--- src/rtl/core/ple_pkg.sv ---
package ple_pkg;

    // Request codes
    localparam logic [2:0] REQ_INSERT  = 3'd0;
    localparam logic [2:0] REQ_REMOVE  = 3'd1;
    localparam logic [2:0] REQ_READ    = 3'd2;
    localparam logic [2:0] REQ_REPLACE = 3'd3;
    localparam logic [2:0] REQ_CLEAR   = 3'd4;

    // Status codes
    localparam logic [1:0] ST_OK      = 2'd0;
    localparam logic [1:0] ST_INVALID = 2'd1;
    localparam logic [1:0] ST_FULL    = 2'd2;

    // One finished result, sequencer to output stage
    typedef struct packed {
        logic signed [31:0] read_value;
        logic [1:0]         status;
        logic [6:0]         list_count;
        logic               is_empty;
    } result_t;

endpackage

--- src/rtl/core/ple_mem.sv ---
module ple_mem
#(
    parameter int DEPTH = 64,
    parameter int AW    = 6
)
(
    input  logic          clk,
    input  logic          we,
    input  logic [AW-1:0] waddr,
    input  logic [31:0]   wdata,
    input  logic [AW-1:0] raddr,
    output logic [31:0]   rdata
);

    logic [31:0] mem [DEPTH];

    // One write port, one registered read port
    always_ff @(posedge clk)
    begin
        if (we)
        begin
            mem[waddr] <= wdata;
        end
        rdata <= mem[raddr];
    end

endmodule

--- src/rtl/core/ple_seq.sv ---
module ple_seq
    import ple_pkg::*;
#(
    parameter int CAPACITY = 64,
    parameter int AW       = 6,
    parameter int LW       = 7
)
(
    input  logic               clk,
    input  logic               rst_n,
    input  logic               in_valid,
    output logic               in_ready,
    input  logic [2:0]         req_type,
    input  logic [6:0]         position,
    input  logic signed [31:0] value,
    output logic               res_valid,
    input  logic               res_take,
    output result_t            res,
    output logic               mem_we,
    output logic [AW-1:0]      mem_waddr,
    output logic [31:0]        mem_wdata,
    output logic [AW-1:0]      mem_raddr,
    input  logic [31:0]        mem_rdata
);

    localparam int CW = (LW > 7) ? LW : 7;

    localparam logic [2:0] S_IDLE = 3'd0;
    localparam logic [2:0] S_RD   = 3'd1;
    localparam logic [2:0] S_WR   = 3'd2;
    localparam logic [2:0] S_FIN  = 3'd3;
    localparam logic [2:0] S_DONE = 3'd4;

    localparam logic [1:0] M_INS = 2'd0;
    localparam logic [1:0] M_REM = 2'd1;
    localparam logic [1:0] M_RD  = 2'd2;
    localparam logic [1:0] M_REP = 2'd3;

    logic [2:0]    state_reg, state_next;
    logic [1:0]    mode_reg, mode_next;
    logic [AW-1:0] pos_m1_reg, pos_m1_next;
    logic [31:0]   val_reg, val_next;
    logic [AW-1:0] idx_reg, idx_next;
    logic [AW-1:0] lim_reg, lim_next;
    logic [LW-1:0] len_reg, len_next;
    logic [1:0]    st_reg, st_next;
    logic [31:0]   rd_reg, rd_next;

    logic [CW-1:0] pos_ext, len_ext, pos_m1_ext;
    logic          pos_ok, ins_ok, is_full, is_append, is_last;
    logic [AW-1:0] idx_step;
    logic          step_end;

    // Position checks against the current length
    always_comb
    begin
        pos_ext    = CW'(position);
        len_ext    = CW'(len_reg);
        pos_m1_ext = pos_ext - CW'(1);
        pos_ok     = (position != 7'd0) && (pos_ext <= len_ext);
        ins_ok     = (position != 7'd0) && (pos_ext <= len_ext + CW'(1));
        is_full    = (len_ext == CW'(CAPACITY));
        is_append  = (pos_m1_ext == len_ext);
        is_last    = (pos_ext == len_ext);
    end

    // Shared index unit: step one entry (down for insert, up for remove), compare with the limit
    always_comb
    begin
        idx_step = (mode_reg == M_INS) ? (idx_reg - AW'(1)) : (idx_reg + AW'(1));
        step_end = (idx_step == lim_reg);
    end

    // Entry RAM access
    always_comb
    begin
        mem_raddr = (mode_reg == M_RD) ? pos_m1_reg : idx_step;
        mem_we    = ((state_reg == S_WR) && (mode_reg != M_RD)) || (state_reg == S_FIN);
        mem_waddr = (state_reg == S_FIN) ? pos_m1_reg : idx_reg;
        mem_wdata = (state_reg == S_FIN) ? val_reg : mem_rdata;
    end

    // Sequencer
    always_comb
    begin
        state_next  = state_reg;
        mode_next   = mode_reg;
        pos_m1_next = pos_m1_reg;
        val_next    = val_reg;
        idx_next    = idx_reg;
        lim_next    = lim_reg;
        len_next    = len_reg;
        st_next     = st_reg;
        rd_next     = rd_reg;
        case (state_reg)
            S_IDLE:
            begin
                if (in_valid)
                begin
                    pos_m1_next = pos_m1_ext[AW-1:0];
                    val_next    = value;
                    st_next     = ST_OK;
                    rd_next     = 32'd0;
                    state_next  = S_DONE;
                    case (req_type)
                        REQ_INSERT:
                        begin
                            mode_next = M_INS;
                            if (is_full)
                            begin
                                st_next = ST_FULL;
                            end
                            else if (!ins_ok)
                            begin
                                st_next = ST_INVALID;
                            end
                            else if (is_append)
                            begin
                                state_next = S_FIN;
                            end
                            else
                            begin
                                idx_next   = len_ext[AW-1:0];
                                lim_next   = pos_m1_ext[AW-1:0];
                                state_next = S_RD;
                            end
                        end
                        REQ_REMOVE:
                        begin
                            mode_next = M_REM;
                            if (!pos_ok)
                            begin
                                st_next = ST_INVALID;
                            end
                            else if (is_last)
                            begin
                                len_next = len_reg - LW'(1);
                            end
                            else
                            begin
                                idx_next   = pos_m1_ext[AW-1:0];
                                lim_next   = len_ext[AW-1:0] - AW'(1);
                                state_next = S_RD;
                            end
                        end
                        REQ_READ:
                        begin
                            mode_next = M_RD;
                            if (!pos_ok)
                            begin
                                st_next = ST_INVALID;
                            end
                            else
                            begin
                                state_next = S_RD;
                            end
                        end
                        REQ_REPLACE:
                        begin
                            mode_next = M_REP;
                            if (!pos_ok)
                            begin
                                st_next = ST_INVALID;
                            end
                            else
                            begin
                                state_next = S_FIN;
                            end
                        end
                        REQ_CLEAR:
                        begin
                            len_next = '0;
                        end
                        default:
                        begin
                            st_next = ST_OK;
                        end
                    endcase
                end
            end
            S_RD:
            begin
                state_next = S_WR;
            end
            S_WR:
            begin
                // RAM data of the previous read is valid here
                if (mode_reg == M_RD)
                begin
                    rd_next    = mem_rdata;
                    state_next = S_DONE;
                end
                else if (step_end)
                begin
                    if (mode_reg == M_INS)
                    begin
                        state_next = S_FIN;
                    end
                    else
                    begin
                        len_next   = len_reg - LW'(1);
                        state_next = S_DONE;
                    end
                end
                else
                begin
                    idx_next   = idx_step;
                    state_next = S_RD;
                end
            end
            S_FIN:
            begin
                if (mode_reg == M_INS)
                begin
                    len_next = len_reg + LW'(1);
                end
                state_next = S_DONE;
            end
            S_DONE:
            begin
                if (res_take)
                begin
                    state_next = S_IDLE;
                end
            end
            default:
            begin
                state_next = S_IDLE;
            end
        endcase
    end

    always_ff @(posedge clk or negedge rst_n)
    begin
        if (!rst_n)
        begin
            state_reg <= S_IDLE;
            len_reg   <= '0;
        end
        else
        begin
            state_reg <= state_next;
            len_reg   <= len_next;
        end
    end

    always_ff @(posedge clk)
    begin
        mode_reg   <= mode_next;
        pos_m1_reg <= pos_m1_next;
        val_reg    <= val_next;
        idx_reg    <= idx_next;
        lim_reg    <= lim_next;
        st_reg     <= st_next;
        rd_reg     <= rd_next;
    end

    // Handshake and result
    always_comb
    begin
        in_ready       = (state_reg == S_IDLE);
        res_valid      = (state_reg == S_DONE);
        res.read_value = rd_reg;
        res.status     = st_reg;
        res.list_count = len_ext[6:0];
        res.is_empty   = (len_reg == '0);
    end

endmodule

--- src/rtl/core/positional_list_engine_top.sv ---
// One item at a time. Insert and remove shift the entries between the position and the
// end of the list, with one read/write pair on the entry RAM per moved entry.
// A new item is taken while the previous result still waits in the output register.
// Reset (rst_n, async, active low) empties the list; the entry RAM is not cleared.
module positional_list_engine_top
    import ple_pkg::*;
#(
    parameter int CAPACITY = 64
)
(
    input  logic               clk,
    input  logic               rst_n,
    input  logic               in_valid,
    output logic               in_ready,
    input  logic [2:0]         req_type,
    input  logic [6:0]         position,
    input  logic signed [31:0] value,
    output logic               out_valid,
    input  logic               out_ready,
    output logic signed [31:0] read_value,
    output logic [1:0]         status,
    output logic [6:0]         list_count,
    output logic               is_empty
);

    localparam int AW = (CAPACITY > 1) ? $clog2(CAPACITY) : 1;
    localparam int LW = $clog2(CAPACITY + 1);

    logic          res_valid, res_take;
    result_t       res;
    logic          mem_we;
    logic [AW-1:0] mem_waddr, mem_raddr;
    logic [31:0]   mem_wdata, mem_rdata;

    logic    out_valid_reg, out_valid_next;
    result_t out_reg;

    ple_seq #(
        .CAPACITY (CAPACITY),
        .AW       (AW),
        .LW       (LW)
    ) u_seq (
        .clk       (clk),
        .rst_n     (rst_n),
        .in_valid  (in_valid),
        .in_ready  (in_ready),
        .req_type  (req_type),
        .position  (position),
        .value     (value),
        .res_valid (res_valid),
        .res_take  (res_take),
        .res       (res),
        .mem_we    (mem_we),
        .mem_waddr (mem_waddr),
        .mem_wdata (mem_wdata),
        .mem_raddr (mem_raddr),
        .mem_rdata (mem_rdata)
    );

    ple_mem #(
        .DEPTH (CAPACITY),
        .AW    (AW)
    ) u_mem (
        .clk   (clk),
        .we    (mem_we),
        .waddr (mem_waddr),
        .wdata (mem_wdata),
        .raddr (mem_raddr),
        .rdata (mem_rdata)
    );

    // Output register
    always_comb
    begin
        res_take       = !out_valid_reg || out_ready;
        out_valid_next = out_valid_reg;
        if (res_valid && res_take)
        begin
            out_valid_next = 1'b1;
        end
        else if (out_ready)
        begin
            out_valid_next = 1'b0;
        end
    end

    always_ff @(posedge clk or negedge rst_n)
    begin
        if (!rst_n)
        begin
            out_valid_reg <= 1'b0;
        end
        else
        begin
            out_valid_reg <= out_valid_next;
        end
    end

    always_ff @(posedge clk)
    begin
        if (res_valid && res_take)
        begin
            out_reg <= res;
        end
    end

    assign out_valid  = out_valid_reg;
    assign read_value = out_reg.read_value;
    assign status     = out_reg.status;
    assign list_count = out_reg.list_count;
    assign is_empty   = out_reg.is_empty;

endmodule

--- config.mk ---
export PLATFORM = sky130hd
export DESIGN_NAME = positional_list_engine_top
export DESIGN_NICKNAME = d
export VERILOG_FILES = /design/src/rtl/core/ple_pkg.sv /design/src/rtl/core/ple_mem.sv /design/src/rtl/core/ple_seq.sv /design/src/rtl/core/positional_list_engine_top.sv
export SDC_FILE = /design/constraint.sdc
export NUM_CORES = 2
export LEC_CHECK = 0
export BUFFER_PORTS_ARGS = -buffer_cell sky130_fd_sc_hd__buf_4
export CORE_ASPECT_RATIO = 1.4
export CORE_UTILIZATION = 55
export CTS_CLUSTER_SIZE = 25
export DETAILED_ROUTE_END_ITERATION = 7
export PLACE_DENSITY_LB_ADDON = 0.25
export SETUP_SLACK_MARGIN = 0.1
export SLEW_MARGIN = 30
export SYNTH_ARGS = -nofsm -noshare
export SYNTH_HDL_FRONTEND = slang
export SYNTH_HIERARCHICAL = 1
export SYNTH_SLANG_ARGS = --single-unit
--- constraint.sdc ---
create_clock -name clk -period 4.9 [get_ports clk]
set_input_delay 0.49 -clock clk [delete_from_list [all_inputs] [get_ports clk]]
set_output_delay 0.49 -clock clk [all_outputs]
set_load 0.03 [all_outputs]
; ---- After elaboration in Yosys (flattened, before gate mapping)
; Memory sizes are Yosys's and may differ from the RTL's. A register that Yosys moved wholly into a read port is not among the register bits.
; Index checks and enable logic that the tools add are counted.
[totals]
register_bits = 139
latchBits = 0
ram_bits = 2048
mem_bits_ro = 0
in_bits = 46
out_inout_bits = 44
wordCells = 138
memories = 1
[memory_table]
columns = memory, depth, word_bits, read_ports, rd_ports_with_merged_regs, wr, line_no
row1 = u_mem.mem, 64, 32, 1, 1, 1, ple_mem.sv:15  ; logic [31:0] mem [DEPTH];
[op_classes]
add_sub_neg = 6
multipliers = 0
div_mod_pow = 0
n_lt_le_gt_ge = 2
eq_ne = 35
shift = 0
muxes = 55
bitwise = 0
reduce_logical = 25
[op_table]
columns = op, count
row1 = two-way mux 32 bit, 3
row2 = two-way mux 6 bit, 16
row3 = one-hot mux 32 bit (2 select lines), 1
row4 = two-way mux 7 bit, 7
row5 = one-hot mux 6 bit (2 select lines), 3
row6 = two-way mux 3 bit, 11
row7 = one-hot mux 7 bit (3 select lines), 1
row8 = != test 2 bit (second input constant), 8
row9 = one-hot mux 3 bit (5 select lines), 1
row10 = == test 7 bit, 2
row11 = <= comparator 7 bit, 2
row12 = one-hot mux 7 bit (2 select lines), 1
row13 = subtractor 7 x 1 -> 7 bit (second input constant), 2
row14 = == test 3 x 2 -> 1 bit (second input constant), 4
row15 = != test 2 x 1 -> 1 bit (second input constant), 6
row16 = one-hot mux 3 bit (4 select lines), 1
row17 = subtractor 6 x 1 -> 6 bit (second input constant), 2
row18 = AND reduction 10 bit, 1
row19 = != test 3 x 2 -> 1 bit (second input constant), 3
row20 = != test 3 bit (second input constant), 3
row21 = AND reduction 9 bit, 1
row22 = one-hot mux 2 bit (4 select lines), 1
row23 = AND reduction 8 bit, 1
row24 = adder 7 x 1 -> 7 bit (second input constant), 1
row25 = other kinds (23), 41

; ---- Longest topological paths before layout
[logic_depth]
word_depth = 8
mapped_depth = 14
ltp_nobuf = 12

; ---- Modules after synthesis
; Netlist, hierarchy kept.
[by_module_without_submodules]
columns = module, n_inst, cells_per_inst, area_per_inst_um2, seq_area_each_um2
row1 = ple_mem, 1, 3572, 78885.7, 62139.6
row2 = ple_seq, 1, 537, 5346.4, 2832.7
row3 = positional_list_engine_top, 1, 46, 1315.0, 1286.2

; ---- Worst setup path after synthesis
; No wires, ideal clock.
[synth_path]
kind = reg2reg
from = register u_seq.state_reg[1]
to = memory u_mem.mem[44][0], enable pin
setup_time_ns = 0.461
arrival_time_ns = 4.169
required_time_ns = 4.439
slack_ns = 0.270
path_stages_with_launch = 10
n_path_buf = 4
period_less_slack_ns = 4.630
path_cell_list = dfrtp_1 -> nor2b_1 -> nand2_1 -> clkbuf_1 -> buf_1 -> clkbuf_1 -> nand2_1 -> clkbuf_1 -> nand4b_1 -> nor3_1
[synth_via]
elab_chain_cells = 5
elab_cells_between_ends = 7
cone_classes = eq/ne (2) / mux (3) / reduce/logical (2)
[synth_lines]
columns = element, line_no
row1 = "start, declared", ple_seq.sv:39  ; logic [2:0] state_reg, state_next;
row2 = "start signal, assigned", ple_seq.sv:242  ; state_reg <= state_next;
row3 = == test 3 x 2 -> 1 bit, ple_seq.sv:78  ; mem_we = ((state_reg == S_WR) && (mode_reg != M_RD)) || (state_reg == S_FIN);
row4 = logical AND 1 bit, ple_seq.sv:78
row5 = logical OR 1 bit (*), ple_seq.sv:78
row6 = net mem_we, positional_list_engine_top.sv:31  ; logic mem_we;
row7 = two-way mux 1 bit (*), ple_mem.sv:20  ; if (we)
row8 = two-way mux 1 bit (not written as such) (*), ple_mem.sv:22  ; mem[waddr] <= wdata;
row9 = "end, declared", ple_mem.sv:15
; The timed path passes the listed nets; every way through them passes the cells marked *.

; ---- Worst setup path after layout
[layout_path]
from = register u_seq.mode_reg[0]
to = register u_mem.rdata[7] (read register of u_mem.mem)
[layout_via]
elab_chain_cells = 3
elab_cells_between_ends = 4
cone_classes = eq/ne (1) / mux (2) / reduce/logical (1)
[layout_lines]
columns = element, line_no
row1 = "start, declared", ple_seq.sv:40  ; logic [1:0] mode_reg, mode_next;
row2 = "start signal, assigned", ple_seq.sv:249  ; mode_reg <= mode_next;
row3 = zero test 2 bit, ple_seq.sv:70  ; idx_step = (mode_reg == M_INS) ? (idx_reg - AW'(1)) : (idx_reg + AW'(1));
row4 = two-way mux 6 bit, ple_seq.sv:70
row5 = two-way mux 6 bit (*), ple_seq.sv:77  ; mem_raddr = (mode_reg == M_RD) ? pos_m1_reg : idx_step;
row6 = net mem_raddr[3], positional_list_engine_top.sv:32  ; logic [AW-1:0] mem_waddr, mem_raddr;
row7 = "end, declared", ple_mem.sv:12  ; output logic [31:0] rdata
; Marks and branches as above.
; A chain may end at the register's enable or synchronous reset.

==> results.yml <==
status:
  outcome: "complete, no violations"
power_and_ir_drop:
  power_density_nw_per_um2: 586
  ir_drop_mv: 0.540
  p_leak_nw: 30.9
  finalPower_mw: 56.9
floorplanning:
  ios: 90
  die_height_um: 469
  die-area_um2: 157000
  die_w_um: 335
  row_count: 170
  start_util_pct: 55.6
  coreArea_um2: 154000
logic_synthesis:
  postSynthAreaPerCell_um2: 20.6
  synth_mux_area_share_pct: 13.5
  synth_edf_count: 2176
  synth_seq_area_share_pct: 77.5
  syn_nets: 4224
  async_flop_share_pct: 0.496
  synthCells: 4155
  synth_xor_xnor_area_share_pct: 0.354
  synth_fa_ha_area_share_pct: 0.345
  ys_types: 69
  synth-compound-area-share_pct: 3.07
  synth_area_um2: 85500
  yosys_warnings: 6
  yosys.area_share.simple_pct: 3.67
  synth_top_family_by_area: "multiplexers"
  synth_ff_type: "edfxtp_1"
  synth_seq_cells: 2219
worst_setup_path:
  cp_max_fo: 25
  startpoint_type: "flop"
  cp-end-kind: "flop"
  path_class: "reg -> reg"
  cp.arrival_ns: 5.48
  required_ns: 5.65
clock_network:
  clk_pin_slew_ns: 0.06
  htree_levels: 4
  cts-root-buf: "clkbuf_16"
  cts_buffers: 196
  clock_latency_ns: 0.86
  cts_tree: "built"
  cts.sinks: 2219
  clockBufferDepth: 3
timing:
  timing.fmax_ghz: 0.211
  final.min_clock_period_ns: 4.74
  maxSlewViolCount: 0
  setup_viol: 0
  tightest_slew_ns: 1.04
  skew_ns: 0.0488
  fin_crit_sh_pct: 96.6
  rsz0062_at_grt: "false"
  finalHoldViolCount: 0
  max_slew_margin_pct: 29.7
routing:
  vias: 44075
  avgRoutedWirePerCell_um: 33.3
  ant_nets: 0
  drc: 0
  drt_pre_antenna_iters: 6
  wl_um: 223000
  drt-initial-drc-count: 5417
  viasPerCell: 6.58
hold_path:
  hp-class: "in -> reg"
layout:
  syn_to_final_growth_pct: 13.5
  drive_above_1_share_pct: 25.5
  stdcell_count: 6695
  final_common_cell: "edfxtp_1"
  layout_common_cells: "edfxtp_1, mux4_2, buf_4"
  top_register: "u_mem/mem"
  final_nets: 4536
  largest_reg_flops: 2048
grt:
  grt_use_met1_pct: 36.5
  met3_usage_pct: 4.63
  overflow: 0
  grt.busiest_layer: "met2"
  grt_max_degree: 74
  met2_usage_pct: 48.6
  antenna_found_initial: 3
  grt_use_total_pct: 28.8
  grt_pass1_vias: 44277
  grt_pass1_wl_um: 317000
flow_run:
  maxCapViolations: 0
placed_design:
  hpwl_um: 131000
  dp.cells: 6293
  io_buffers: 89
  gp_congestion: 0.926
[per-layer routing]
layer  vias up  share of wire (%)
met3       499                8.7
met4         0                5.4
met5         -                  0
met2      2463                 50
met1     23274                 35
li1      17839                  -
[report_power, final]
group          internal (mW)  switching (mW)
Clock                   8.49            6.69
Sequential              24.2           0.461
Combinational           5.51            11.6
[synthesized netlist by cell type, drive strengths merged (33+ instances only)]
master,count,area [µm²]
clkbuf,121,454
o221ai,44,385
edfxtp,2176,65300
nand3,83,415
nand4,46,288
buf,116,820
nor2b,35,219
o22ai,69,432
nand2,228,856
a21oi,33,169
mux4,446,10000
a22oi,76,571
and2,47,297
mux2i,130,1300
nor2,123,462
o21ai,58,290
[final cells by class]
class,count,area [µm²]
Clock buffer,260,5300
Inverter,19,73.8
Antenna cell,1,2.50
Sequential cell,2219,66300
Clock inverter,101,975
Multi-Input combinational cell,1680,18700
Tap cell,2064,2580
Timing Repair Buffer,351,3210
Fill cell,10192,56700
[logic make-up (layout without fill, tap and decap cells)]
| group | after synthesis | after routing |
|---|---|---|
| flops | 2219 | 2219 |
| simple gates | 651 | 651 |
| mux | 597 | 597 |
| compound gates | 376 | 376 |
| buf+inv | 256 | 731 |
| xor+xnor | 33 | 33 |
| fa+ha+maj | 23 | 23 |
| other cells | 0 | 1 |
[through the flow]
step	instance area (µm²)	setup TNS, ns	utilization [%]	hold slack (ns)	worst slack (ns)
after floorplan	85500	0	-	0.194	0.270
after global placement	90300	-0.129	58.7	0.339	-0.0953
after detailed placement	90400	0	58.8	0.342	0.0634
after CTS	97100	0	63.1	0.0153	0.128
after global routing	97100	0	63.1	0.0803	0.108
final	97100	0	63.1	0.0683	0.164
[critical path, cell delays in order, from the launching register on]
cell and delay [ns]:
edfxtp_1 0.46, nor2_1 0.17, buf_4 0.19, ha_1 0.28
a21oi_1 0.27, xor2_1 0.19, o21ai_4 0.60, buf_4 0.37
buf_4 0.46, nand2_1 0.48, a211oi_1 0.56, o22ai_1 0.35
and3_1 0.24
[worst paths after layout]
path | startpoint | to | slack (ns) | cells after the start
setup / recovery | u_seq/mode_reg[0] | u_mem/rdata[7] | 0.16 | 12
hold / removal | position[0] | u_seq/pos_m1_reg[0] | 0.07 | 2
setup reg to reg | u_seq/mode_reg[0] | u_mem/rdata[7] | 0.16 | 12
hold reg to reg | u_seq/rd_reg[2] | read_value[2] | 0.42 | 0
max in group asynchronous | rst_n | u_seq/state_reg[1] | 3.79 | 3
min in group asynchronous | rst_n | u_seq/len_ext[3] | 0.74 | 3
[timing repair]
action / CTS / global route
endpoints found under the hold margin: 47 / 0
cloned: 0 / 0
setup endpoints to repair: 2 / 4
buffers inserted: 0 / 2
hold buffers: 38 / 0
resized for setup: 2 / 1
(Power assumes the default switching activity.)
